## config.mk

```make
export PLATFORM = sky130hd
export DESIGN_NAME = afd_front
export DESIGN_NICKNAME = d
export VERILOG_FILES = /design/src/rtl/core/afd_pkg.sv /design/src/rtl/core/afd_front.sv
export SDC_FILE = /design/constraint.sdc
export NUM_CORES = 1
export LEC_CHECK = 0
export BUFFER_PORTS_ARGS = -buffer_cell sky130_fd_sc_hd__buf_2
export CORE_ASPECT_RATIO = 2
export CORE_MARGIN = 2
export CORE_UTILIZATION = 49
export CTS_CLUSTER_DIAMETER = 120
export DETAILED_ROUTE_END_ITERATION = 8
export PLACE_DENSITY = 0.95
export SLEW_MARGIN = 10
export SYNTH_ARGS = -nofsm -noshare
export SYNTH_HDL_FRONTEND = slang
export SYNTH_SLANG_ARGS = --single-unit
```

## constraint.sdc

```tcl
create_clock -name clk_i -period 5.14 [get_ports clk_i]
set_clock_uncertainty 0.2 [all_clocks]
set_input_delay 1.028 -clock clk_i [delete_from_list [all_inputs] [get_ports clk_i]]
set_output_delay 1.028 -clock clk_i [all_outputs]
set_load 0.005 [all_outputs]
```

## src/rtl/core/afd_pkg.sv

```systemverilog
// ----------------------------------------------------------------------------
// afd_pkg: shared types and constants of the circle draw block
// Register indexes, item kinds, configuration and queue word types.
// ----------------------------------------------------------------------------
package afd_pkg;

  localparam int MAX_WIDTH_DEF  = 256;
  localparam int MAX_HEIGHT_DEF = 256;

  // Input modes
  localparam logic [1:0] MODE_WRITE = 2'd0;
  localparam logic [1:0] MODE_READ  = 2'd1;
  localparam logic [1:0] MODE_DRAW  = 2'd2;

  // Configuration register indexes
  localparam int CFG_IDX_W = 4;
  localparam logic [CFG_IDX_W-1:0] REG_CENTER_X     = 4'd0;
  localparam logic [CFG_IDX_W-1:0] REG_CENTER_Y     = 4'd1;
  localparam logic [CFG_IDX_W-1:0] REG_RADIUS       = 4'd2;
  localparam logic [CFG_IDX_W-1:0] REG_BORDER_WIDTH = 4'd3;
  localparam logic [CFG_IDX_W-1:0] REG_FILL_COLOR   = 4'd4;
  localparam logic [CFG_IDX_W-1:0] REG_ALPHA        = 4'd5;
  localparam logic [CFG_IDX_W-1:0] REG_IMAGE_WIDTH  = 4'd6;
  localparam logic [CFG_IDX_W-1:0] REG_IMAGE_HEIGHT = 4'd7;

  // Square root operand widths
  localparam int SQ_IN_W  = 36;
  localparam int SQ_OUT_W = 18;

  typedef enum logic [2:0] {
    KIND_NONE,
    KIND_WRITE,
    KIND_READ,
    KIND_DRAW,
    KIND_OOR
  } kind_e;

  typedef struct packed {
    logic [12:0] center_x;
    logic [12:0] center_y;
    logic [12:0] radius;
    logic [12:0] border_width;
    logic [23:0] fill_color;
    logic [7:0]  alpha;
    logic [8:0]  image_width;
    logic [8:0]  image_height;
  } cfg_t;

  typedef struct packed {
    kind_e       kind;
    logic [7:0]  x;
    logic [7:0]  y;
    logic [23:0] color;
  } item_t;

  // floor(u / 255) for any 16-bit u up to 65534
  function automatic logic [8:0] div255(input logic [15:0] u);
    logic [16:0] s;
    s = {1'b0, u} + 17'd1 + {9'd0, u[15:8]};
    return s[16:8];
  endfunction

endpackage

```

## src/rtl/core/afd_front.sv

```systemverilog
// ----------------------------------------------------------------------------
// afd_front: input queue of the circle draw block
// Accepts words, tags each with its kind and holds up to two of them for the back.
// ----------------------------------------------------------------------------
module afd_front import afd_pkg::*; #(
  parameter int MAX_WIDTH  = MAX_WIDTH_DEF,
  parameter int MAX_HEIGHT = MAX_HEIGHT_DEF
) (
  input  logic        clk_i,
  input  logic        rst_ni,
  input  cfg_t        cfg_i,
  input  logic        push_i,
  input  logic [1:0]  mode_i,
  input  logic [7:0]  pixel_x_i,
  input  logic [7:0]  pixel_y_i,
  input  logic [23:0] pixel_color_i,
  output logic        full_o,
  output item_t       item_o,
  output logic        item_valid_o,
  input  logic        item_pop_i
);

  item_t       slot_q [2];
  logic [1:0]  count_q, count_d;
  logic        wr_q, rd_q;
  logic [12:0] eff_w, eff_h;
  logic        outside, do_push;
  item_t       in_item;

  // Clip the image to the store size
  assign eff_w = (13'(cfg_i.image_width) < 13'(MAX_WIDTH)) ?
                 13'(cfg_i.image_width) : 13'(MAX_WIDTH);
  assign eff_h = (13'(cfg_i.image_height) < 13'(MAX_HEIGHT)) ?
                 13'(cfg_i.image_height) : 13'(MAX_HEIGHT);
  assign outside = (13'(pixel_x_i) >= eff_w) || (13'(pixel_y_i) >= eff_h);

  // Classify the incoming word
  always_comb begin
    in_item.x     = pixel_x_i;
    in_item.y     = pixel_y_i;
    in_item.color = pixel_color_i;
    case (mode_i)
      MODE_WRITE: in_item.kind = outside ? KIND_OOR : KIND_WRITE;
      MODE_READ:  in_item.kind = outside ? KIND_OOR : KIND_READ;
      MODE_DRAW:  in_item.kind = KIND_DRAW;
      default:    in_item.kind = KIND_NONE;
    endcase
  end

  assign full_o       = (count_q == 2'd2);
  assign item_valid_o = (count_q != 2'd0);
  assign item_o       = slot_q[rd_q];
  assign do_push      = push_i && !full_o;

  always_comb begin
    count_d = count_q;
    if (do_push && !item_pop_i) begin
      count_d = count_q + 2'd1;
    end else if (!do_push && item_pop_i) begin
      count_d = count_q - 2'd1;
    end
  end

  // Advance pointers and count
  always_ff @(posedge clk_i or negedge rst_ni) begin
    if (!rst_ni) begin
      count_q <= 2'd0;
      wr_q    <= 1'b0;
      rd_q    <= 1'b0;
    end else begin
      count_q <= count_d;
      if (do_push) begin
        wr_q <= !wr_q;
      end
      if (item_pop_i) begin
        rd_q <= !rd_q;
      end
    end
  end

  // Store the word
  always_ff @(posedge clk_i) begin
    if (do_push) begin
      slot_q[wr_q] <= in_item;
    end
  end

endmodule

```

==> results of run 1 <==
metrics by stage:
stage               power, uW  cells  instance area, sq um  setup slack, ns
floorplan                1480    215                  3780             1.57
global placement         1700    412                  4410             2.22
detailed placement       1730    412                  4410             2.15
CTS                      2410    428                  4730             1.97
global route             2510    429                  4750             1.91
finish                   2390    429                  4750             2.01
power groups by stage:
stage / clock (uW) / combinational (uW) / sequential [uW]
2_1_floorplan: 0 / 420 / 1060
3_3_place_gp: 0 / 573 / 1120
3_5_place_dp: 0 / 588 / 1140
4_1_cts: 690 / 594 / 1120
5_1_grt: 718 / 660 / 1140
6_report: 670 / 600 / 1120
how the worst max path moves through the flow:
stage | from | slack, ns | endpoint
after floorplan | push_i | 1.57 | slot_q[0][0]
after global placement | cfg_i[8] | 2.22 | slot_q[0][42]
after detailed placement | cfg_i[8] | 2.15 | slot_q[0][42]
after CTS | rd_q | 1.97 | item_o[35]
after global routing | rd_q | 1.91 | item_o[38]
final | rd_q | 2.01 | item_o[35]
worst register-to-register path: cells and delay by family, from the launching register on:
family           cells  cell delay, ns
DFF                  1            0.40
and+or+nand+nor      2            1.01
cells in the mapped netlist (all sizes together) (3+ instances only):
cell,instances,area share
edfxtp,86,0.68
mux2,43,0.13
ha,17,0.056
nand2b,16,0.027
a21oi,7,0.010
inv,6,0.0060
buf,5,0.0093
dfrtp,4,0.027
nand2,4,0.0040
nor2b,4,0.0066
nor2,3,0.0030
o21ai,3,0.0040
xor2,3,0.0070
final cells by class:
class | instances | area, sq um | area share
Tap cell | 94 | 118 | 0.0247
Inverter | 6 | 22.5 | 0.00474
Clock buffer | 9 | 225 | 0.0474
Clock inverter | 7 | 91.3 | 0.0192
Timing Repair Buffer | 109 | 568 | 0.120
Multi-Input combinational cell | 114 | 1040 | 0.220
Sequential cell | 90 | 2680 | 0.565
routing by layer:
layer / wire length [microns] / global-route usage / part of all wire
met2: 3530 / 0.286 / 0.54
met1: 2290 / 0.158 / 0.35
met3: 433 / 0.0316 / 0.067
met4: 249 / 0.104 / 0.038
met5: 0 / 0 / 0
cells by family after synthesis:
kind of cell               Yosys count
DFF                                 90
muxes                               43
and+or+nand+nor                     34
adders and majority gates           17
AOI/OAI and AO/OA                   15
buffers and inverters               11
xor gates and xnor gates             5
registers in the layout, indices dropped and copies added (netlist names):
| name | count |
|---|---|
| slot_q | 86 |
| count_q | 2 |
| rd_q | 1 |
| wr_q | 1 |
==> results.md, run 1 <==
* Status: finished clean
* # Post-CTS Setup Buffers at 0
* Critical path peak fanout at 44
* Hold Vio Cnt, Final at 0
* F_max at 319 MHz
* Maximum VDD drop at 0.336 mV
* Compound-Gate Fraction of Synth Area at 0.0258
* Main combinational cell family by area after synthesis: multiplexers
* Fillers at 571
* Total gr overflow at 0
* Seq cells post-synth at 90
* CP top delay family: flip-flops
* Total die area at 0.00847 sq mm
* Share of cells above drive strength 1 at 0.522
* Setup TNS at 0 ns
* Rows at 45
* CP required at 3.91 ns
* Fin crit share at 0.609
* Pint at 1770 uW
* Clock buffer depth at 2
* Synth Flop Type: edfxtp_1
* CTS Buf Count at 9
* Hold Path Class: in -> async
* R2r startpoint: count_q[0]
* Number of H-tree levels at 3
* Synth Area in Adders at 0.0563
* Vias in the first global route at 2,214
* Max-Cap Viols at 0
* Simple-gate share of the synthesized area at 0.0524
* Placer congestion estimate at 0.723
* Core ar. at 0.00754 sq mm
* ANT cells at 0
* R2r setup slk at 3.11 ns
* Synth Area in XOR/XNOR at 0.0116
* CP bufs+invs at 1
* Power share of the sequential group at 0.468
* Leakage at 0.00189 uW
* Register area share after synthesis at 0.710
* # clock sinks at 90
* Power per cell area at 502 mW/mm^2
* Slew Viols, Final at 0
* Initial antenna violation count at 0
* FF-to-FF path depth at 2
* Worst skew pair latency at 0.33 ns
* Post-DP HPWL at 4620 microns
* Vias per cell at 5.06
* CP Depth at 2
* Pin count of the biggest net entering global routing at 45
* Remaining DRCs at 0
* Sw Ratio at 0.259
* Worst setup SP type: flip-flop
* Detail Route Antenna Nets at 0
* Final setup violation count at 0
* RSZ-0062 raised after global routing: no
* Io pins at 193
* # hold bufs at CTS at 0
* Drt wl/cell at 15.2 microns
* Mapped Avg Cell Area at 17.6 sq um
* Post-CTS Resized at 0
* Buffers added on ports at 108
* First-pass iteration count of the detailed router at 6
* Leading cell types in the layout, fill and taps excluded: buf_2 (108), edfxtp_1 (86), mux2_2 (43)
* Chip height at 128 microns
* Post-synth EDFFs at 86
* Util after Layout at 0.630
* FF-to-FF End: slot_q[1][30]
* CTS tree: done
* Layout area overhead at 25.9%
* Clk pwr share at 0.281
* Library cells used by synthesis at 25
* Reg clk slew, reported paths at 0.06 ns
* DRT Wirelength at 6510 microns
* Mapped Area at 0.00378 sq mm
* Slew @ Worst Pin at 0.994 ns
* Synth warn at 0
* Setup crit end kind: output pin
* # nets final at 495
* Critical path, cell by cell: mux2_2, buf_2
* Gr usage total at 0.158
* Combinational share of power at 0.252
* Post-synthesis mux area share at 0.128
* Post-Synthesis Cells at 215
* Most common cell after layout, fill and taps aside: buf_2
* Vias at 2,172
* Net Sw Power at 618 uW
* Die W at 66.1 microns
* Clock root buffer: clkbuf_16
* Syn Nets at 380
* Worst Path Arrival at 1.90 ns
* First-pass GRT wire length at 9790 microns
* Setup CP Type: reg -> out
* FFs w/ async S/R, synth at 0.0444
* Crit path time final at 3.13 ns
* CP max stage delay at 1.00 ns
* Worst slew margin at 0.337
* DR iter-0 viols at 119
* CP max-delay cell: dfrtp_2
* Hold WS at 0.286 ns
* Starting Density at 0.500
Note: power is estimated with default switching activity, not from simulation.
==> inputs of run 2 (changes only) <==
--- a/config.mk
+++ b/config.mk
@@ -8,10 +8,10 @@
 export BUFFER_PORTS_ARGS = -buffer_cell sky130_fd_sc_hd__buf_2
 export CORE_ASPECT_RATIO = 2
 export CORE_MARGIN = 2
-export CORE_UTILIZATION = 49
+export CORE_UTILIZATION = 41
 export CTS_CLUSTER_DIAMETER = 120
 export DETAILED_ROUTE_END_ITERATION = 8
-export PLACE_DENSITY = 0.95
+export PLACE_DENSITY = 0.86
 export SLEW_MARGIN = 10
 export SYNTH_ARGS = -nofsm -noshare
 export SYNTH_HDL_FRONTEND = slang
==> constraint.sdc (replaced) <==
create_clock -name clk_i -period 2.65 [get_ports clk_i]
set_clock_uncertainty 0.2 [all_clocks]
set_input_delay 0.53 -clock clk_i [delete_from_list [all_inputs] [get_ports clk_i]]
set_output_delay 0.53 -clock clk_i [all_outputs]
set_load 0.005 [all_outputs]
==> run 2 against run 1 <==
Via count is 0.74% higher. Non-clock buffer count rose by 4. Cell area grew 0.76%. Clock-buffer cell count increased by 2. Worst hold slack lost 0.10 ns. Worst setup slack worse by 1.5 ns. Sequential power rose by 82%. Global-route usage decreased by 2.1 points. Total power rose by 94%. Combinational power rose by 120%. Die area grew 19%. Sequential cell count did not move. Largest cell class unchanged.
==> results.md, run 2 (synthesis gave the netlist of run 1 again) <==
* Status: finished clean
* R2r startpoint: count_q[0]
* Critical path, cell by cell: buf_12, mux2_2, buf_2
* # clock sinks at 90 (unchanged)
* Post-DP HPWL at 5030 microns (+8.8%)
* Total die area at 0.0100 sq mm (+19%)
* DRT Wirelength at 6670 microns (+2.6%)
* Vias in the first global route at 2,255 (+1.9%)
* Chip height at 140 microns (+9.0%)
* Slew Viols, Final at 0 (unchanged)
* Critical path peak fanout at 44 (unchanged)
* Final non-filler cell total at 441 (+2.8%)
* Leading cell types in the layout, fill and taps excluded: buf_2 (108), edfxtp_1 (86), mux2_2 (43)
* CP top delay family: buffers and inverters
* Placed Area at 0.00447 sq mm (+1.5%)
* Drt wl/cell at 15.1 microns (-0.24%)
* Die W at 71.9 microns (+8.8%)
* Power share of the sequential group at 0.441 (-0.027)
* Vias at 2,188 (+0.74%)
* Io pins at 193 (unchanged)
* Vias per cell at 4.96 (-2.0%)
* Gr usage total at 0.137 (-0.0214)
* CP max-delay cell: dfrtp_2
* Top reg by flops: slot_q
* Slew @ Worst Pin at 0.528 ns (-0.466 ns)
* F_max at 457 MHz
* Remaining DRCs at 0 (unchanged)
* Reg clk slew, reported paths at 0.06 ns (about the same)
* Leakage at 0.00190 uW (+0.40%)
* Hold Path Class: in -> reg
* Worst setup path start: rd_q
* Starting Density at 0.422 (-0.0786)
* Largest registers: slot_q: 86 flops, count_q: 2 flops
* Buffers added on ports at 108 (unchanged)
* Core ar. at 0.00895 sq mm (+19%)
* Most common cell after layout, fill and taps aside: buf_2
* Setup CP Type: reg -> out
* CTS tree: done
* Worst slew margin at 0.648 (+0.311)
* # nets final at 499 (+0.81%)
* CP max stage delay at 0.37 ns (-0.63 ns)
* ANT cells at 0 (unchanged)
* Rows at 49 (+8.9%)
* Clk pwr share at 0.272 (-0.009)
* Number of H-tree levels at 3 (unchanged)
* Combinational share of power at 0.286 (+0.034)
* Power per cell area at 965 mW/mm^2 (+92%)
* CP required at 1.92 ns (-1.99 ns)
* RSZ-0062 raised after global routing: no
* Setup TNS at 0 ns (unchanged)
* Setup crit end kind: output pin
* Detail Route Antenna Nets at 0 (unchanged)
* # Post-CTS Setup Buffers at 0 (unchanged)
* Share of cells above drive strength 1 at 0.522 (about the same)
* Sw Ratio at 0.266 (+0.00669)
* Worst Path Arrival at 1.46 ns (-0.44 ns)
* Final setup violation count at 0 (unchanged)
* Clock buffer depth at 2 (unchanged)
* Maximum VDD drop at 0.554 mV (+65%)
* Clock root buffer: clkbuf_16
* Fin crit share at 0.826
* Layout area overhead at 26.8%
* DR iter-0 viols at 104 (-13%)
* Max-Cap Viols at 0 (unchanged)
* Largest register FFs at 86 (unchanged)
* Hold_sp: pixel_color_i[16]
* Total gr overflow at 0 (unchanged)
* CP bufs+invs at 2 (+1)
* Hold Vio Cnt, Final at 0 (unchanged)
* Initial antenna violation count at 0 (unchanged)
* Placer congestion estimate at 0.724 (+0.14%)
* Net Sw Power at 1230 uW (+99%)
* Crit path time final at 2.19 ns
* First-pass iteration count of the detailed router at 2 (-4)
* Pin count of the biggest net entering global routing at 45 (unchanged)
* Total Power at 4620 uW (+94%)
* Placed cells at 424 (+2.9%)
* First-pass GRT wire length at 10,400 microns (+5.8%)
* Worst setup SP type: flip-flop
* Pint at 3400 uW (+92%)
* Design area at 0.00479 sq mm (+0.76%)
* CTS Buf Count at 9 (unchanged)
* Worst skew pair latency at 0.33 ns (about the same)
[run 2: final cells by class]
class | count | area, sq um
clock buffer | 11 | 243
clock inverter | 5 | 62.6
fill | 711 | 4160
inverter | 6 | 22.5
multi-input combinational | 114 | 1040
sequential | 90 | 2680
tap | 102 | 128
timing repair buffer | 113 | 606
[run 2: repair_timing]
| action | CTS | global route |
|---|---|---|
| hold buffers | 1 | 0 |
| resized for setup | 0 | 0 |
| hold endpoints to repair | 4 | 0 |
[run 2: layer usage]
metal  up-vias  track usage  wire [microns]
li1       1058            -               -
met1      1025        0.134            2370
met2        91        0.251            3680
met3        14       0.0282             432
met4         0       0.0854             193
met5         -            0               0
[run 2: through the flow]
stage | setup WS (ns) | util | hold slack (ns)
2_1_floorplan | 0.287 | - | 0.0344
3_5_place_dp | 0.150 | 0.500 | 0.140
3_3_place_gp | 0.206 | 0.500 | 0.137
5_1_grt | 0.405 | 0.535 | 0.172
6_report | 0.460 | 0.535 | 0.185
4_1_cts | 0.429 | 0.535 | 0.167
[run 2: worst paths after layout]
check                                      to  slack [ns]  cells after the start
worst max-delay path               item_o[10]        0.46                      3
worst min-delay path            slot_q[1][16]        0.18                      1
worst max register to register   slot_q[1][5]        0.76                      3
worst min register to register     count_q[1]        0.31                      1
max in group asynchronous                rd_q        1.78                      2
min in group asynchronous          count_q[0]        0.34                      2
[run 2: power groups by stage]
stage	combinational [uW]	sequential (uW)	clock [uW]
floorplan	817	2050	0
global placement	1320	2050	0
detailed placement	1350	2080	0
CTS	1360	2050	1290
global route	1440	2060	1360
finish	1320	2040	1260
[run 2: worst reg2reg max path: cells and delay by family, from the launching register on]
family	cells	cell delay, ns
and+or+nand+nor	2	0.70
DFF	1	0.42
buffers and inverters	1	0.27
==> inputs of run 3 (changes only) <==
--- a/config.mk
+++ b/config.mk
@@ -8,10 +8,10 @@
 export BUFFER_PORTS_ARGS = -buffer_cell sky130_fd_sc_hd__buf_2
 export CORE_ASPECT_RATIO = 2
 export CORE_MARGIN = 2
-export CORE_UTILIZATION = 41
+export CORE_UTILIZATION = 45
 export CTS_CLUSTER_DIAMETER = 120
 export DETAILED_ROUTE_END_ITERATION = 8
-export PLACE_DENSITY = 0.86
+export PLACE_DENSITY = 0.89
 export SLEW_MARGIN = 10
 export SYNTH_ARGS = -nofsm -noshare
 export SYNTH_HDL_FRONTEND = slang
==> constraint.sdc (replaced) <==
create_clock -name clk_i -period 2.3 [get_ports clk_i]
set_clock_uncertainty 0.2 [all_clocks]
set_input_delay 0.46 -clock clk_i [delete_from_list [all_inputs] [get_ports clk_i]]
set_output_delay 0.46 -clock clk_i [all_outputs]
set_load 0.005 [all_outputs]
==> run 3 against run 2 <==
Via count shrank 0.23%. Sequential power is 15% higher. Largest cell class unchanged. Critical path type unchanged. Wire length up 0.36%. Largest power group unchanged.
==> results.md, run 3 (synthesis gave the netlist of run 1 again) <==
* Reg clk slew, reported paths at 0.06 ns (about the same)
* Worst skew pair latency at 0.33 ns (about the same)
* Worst setup SP type: flip-flop
* Core ar. at 0.00823 sq mm (-8.0%)
* Layout area overhead at 28.2%
* First-pass GRT wire length at 10,000 microns (-3.0%)
* CP required at 1.64 ns (-0.28 ns)
* Leading cell types in the layout, fill and taps excluded: buf_2 (108), edfxtp_1 (86), mux2_2 (43)
* DR iter-0 viols at 129 (+24%)
* Slew Viols, Final at 0 (unchanged)
* Leakage at 0.00194 uW (+2.0%)
* Design area at 0.00484 sq mm (+1.1%)
* # clock sinks at 90 (unchanged)
* Worst slew margin at 0.783 (+0.135)
* Chip height at 134 microns (-4.4%)
* Drt wl/cell at 15.2 microns (+0.59%)
* Setup crit end kind: output pin
* Hold Vio Cnt, Final at 0 (unchanged)
* Starting Density at 0.459 (+0.0368)
* Vias per cell at 4.96 (about the same)
* CP top delay family: buffers and inverters
* Maximum VDD drop at 0.616 mV (+11%)
* DRT Wirelength at 6700 microns (+0.36%)
* Crit path time final at 2.18 ns
* Placed Area at 0.00447 sq mm (unchanged)
* CTS Buf Count at 9 (unchanged)
* RSZ-0062 raised after global routing: no
* Detail Route Antenna Nets at 0 (unchanged)
* Total gr overflow at 0 (unchanged)
* Slew @ Worst Pin at 0.326 ns (-0.202 ns)
* Hold WS at 0.114 ns (-0.0714 ns)
* Most Crowded Layer GR: met2
* Buffers added on ports at 108 (unchanged)
* # nets final at 503 (+0.80%)
* M2 GR Usage at 0.272 (+0.0204)
* F_max at 459 MHz
* Vias in the first global route at 2,230 (-1.1%)
* Power per cell area at 1150 mW/mm^2 (+19%)
* Largest registers: slot_q: 86 flops, count_q: 2 flops
* Critical path, cell by cell: buf_4, mux2_2, buf_2
* ANT cells at 0 (unchanged)
* Rows at 47 (-4.1%)
* Total die area at 0.00918 sq mm (-8.5%)
* Fillers at 653 (-8.2%)
* Number of H-tree levels at 3 (unchanged)
* Hold Path Class: in -> reg
* Remaining DRCs at 0 (unchanged)
* Met1 GRT Util at 0.145 (+0.0113)
* Die W at 68.8 microns (-4.3%)
* CP max stage delay at 0.38 ns (about the same)
* Initial antenna violation count at 1 (+1)
* Global-route met3 utilization at 0.0346 (+0.00639)
* CTS tree: done
* CP bufs+invs at 2 (unchanged)
* CP max-delay cell: mux2_2
* Worst Path Arrival at 1.52 ns (+0.06 ns)
* Clock buffer depth at 2 (unchanged)
* Max-Cap Viols at 0 (unchanged)
* Post-DP HPWL at 5050 microns (+0.37%)
* Fin crit share at 0.947
* Status: finished clean
* # Post-CTS Setup Buffers at 0 (unchanged)
* Total Power at 5580 uW (+21%)
* Critical path peak fanout at 24 (-45%)
* Share of cells above drive strength 1 at 0.526 (+0.00419)
* Placer congestion estimate at 0.777 (+7.3%)
* First-pass iteration count of the detailed router at 4 (+2)
* Clock root buffer: clkbuf_16
* Vias at 2,183 (-0.23%)
* Top reg by flops: slot_q
* Setup CP Type: reg -> out
* Io pins at 193 (unchanged)
* Largest register FFs at 86 (unchanged)
* Pin count of the biggest net entering global routing at 25 (-44%)
* Most common cell after layout, fill and taps aside: buf_2
* Util after Layout at 0.588 (+0.0529)
* Setup WS pre-CTS at -0.0581 ns (-0.208 ns)
* Final setup violation count at 0 (unchanged)
* Final worst slack at 0.123 ns (-0.337 ns)
* Gr usage total at 0.153 (+0.0159)
## run 3: final timing paths
path	start	end	slack, ns	cells past startpoint
worst max-delay path	rd_q	item_o[23]	0.12	3
worst min-delay path	pixel_color_i[9]	slot_q[0][9]	0.11	1
worst max register to register	count_q[0]	count_q[1]	0.56	7
worst min register to register	count_q[1]	count_q[1]	0.32	1
max in group asynchronous	rst_ni	rd_q	1.50	2
min in group asynchronous	rst_ni	count_q[0]	0.26	2
## run 3: timing repair
action | CTS | global route
endpoints found under the hold margin | 4 | 0
hold buffers | 1 | 0
gates resized for setup | 0 | 0
## run 3: cell type report
class	count	area (sq um)	share of cell area
Sequential cell	90	2680	0.554
Multi-Input combinational cell	114	1040	0.216
Timing Repair Buffer	117	611	0.126
Clock buffer	10	229	0.0473
Clock inverter	5	128	0.0264
Tap cell	98	123	0.0253
Inverter	6	22.5	0.00465
## run 3: layer usage
| metal | part of all wire | routed length (microns) | vias up |
|---|---|---|---|
| met5 | 0.0019 | 13 | - |
| met4 | 0.026 | 172 | 2 |
| met3 | 0.081 | 542 | 13 |
| met2 | 0.53 | 3570 | 90 |
| met1 | 0.36 | 2400 | 1015 |
| li1 | - | - | 1063 |
## run 3: per-stage QoR
stage | cells | setup TNS, ns
global route | 440 | 0
CTS | 440 | 0
floorplan | 215 | 0
detailed placement | 424 | -0.116
global placement | 424 | -0.0865
finish | 440 | 0
## run 3: power breakdown
group          leakage, uW  switching [uW]  internal, uW
Sequential        0.000845             106          2250
Combinational     0.000926             728           768
Clock             0.000169             560          1160
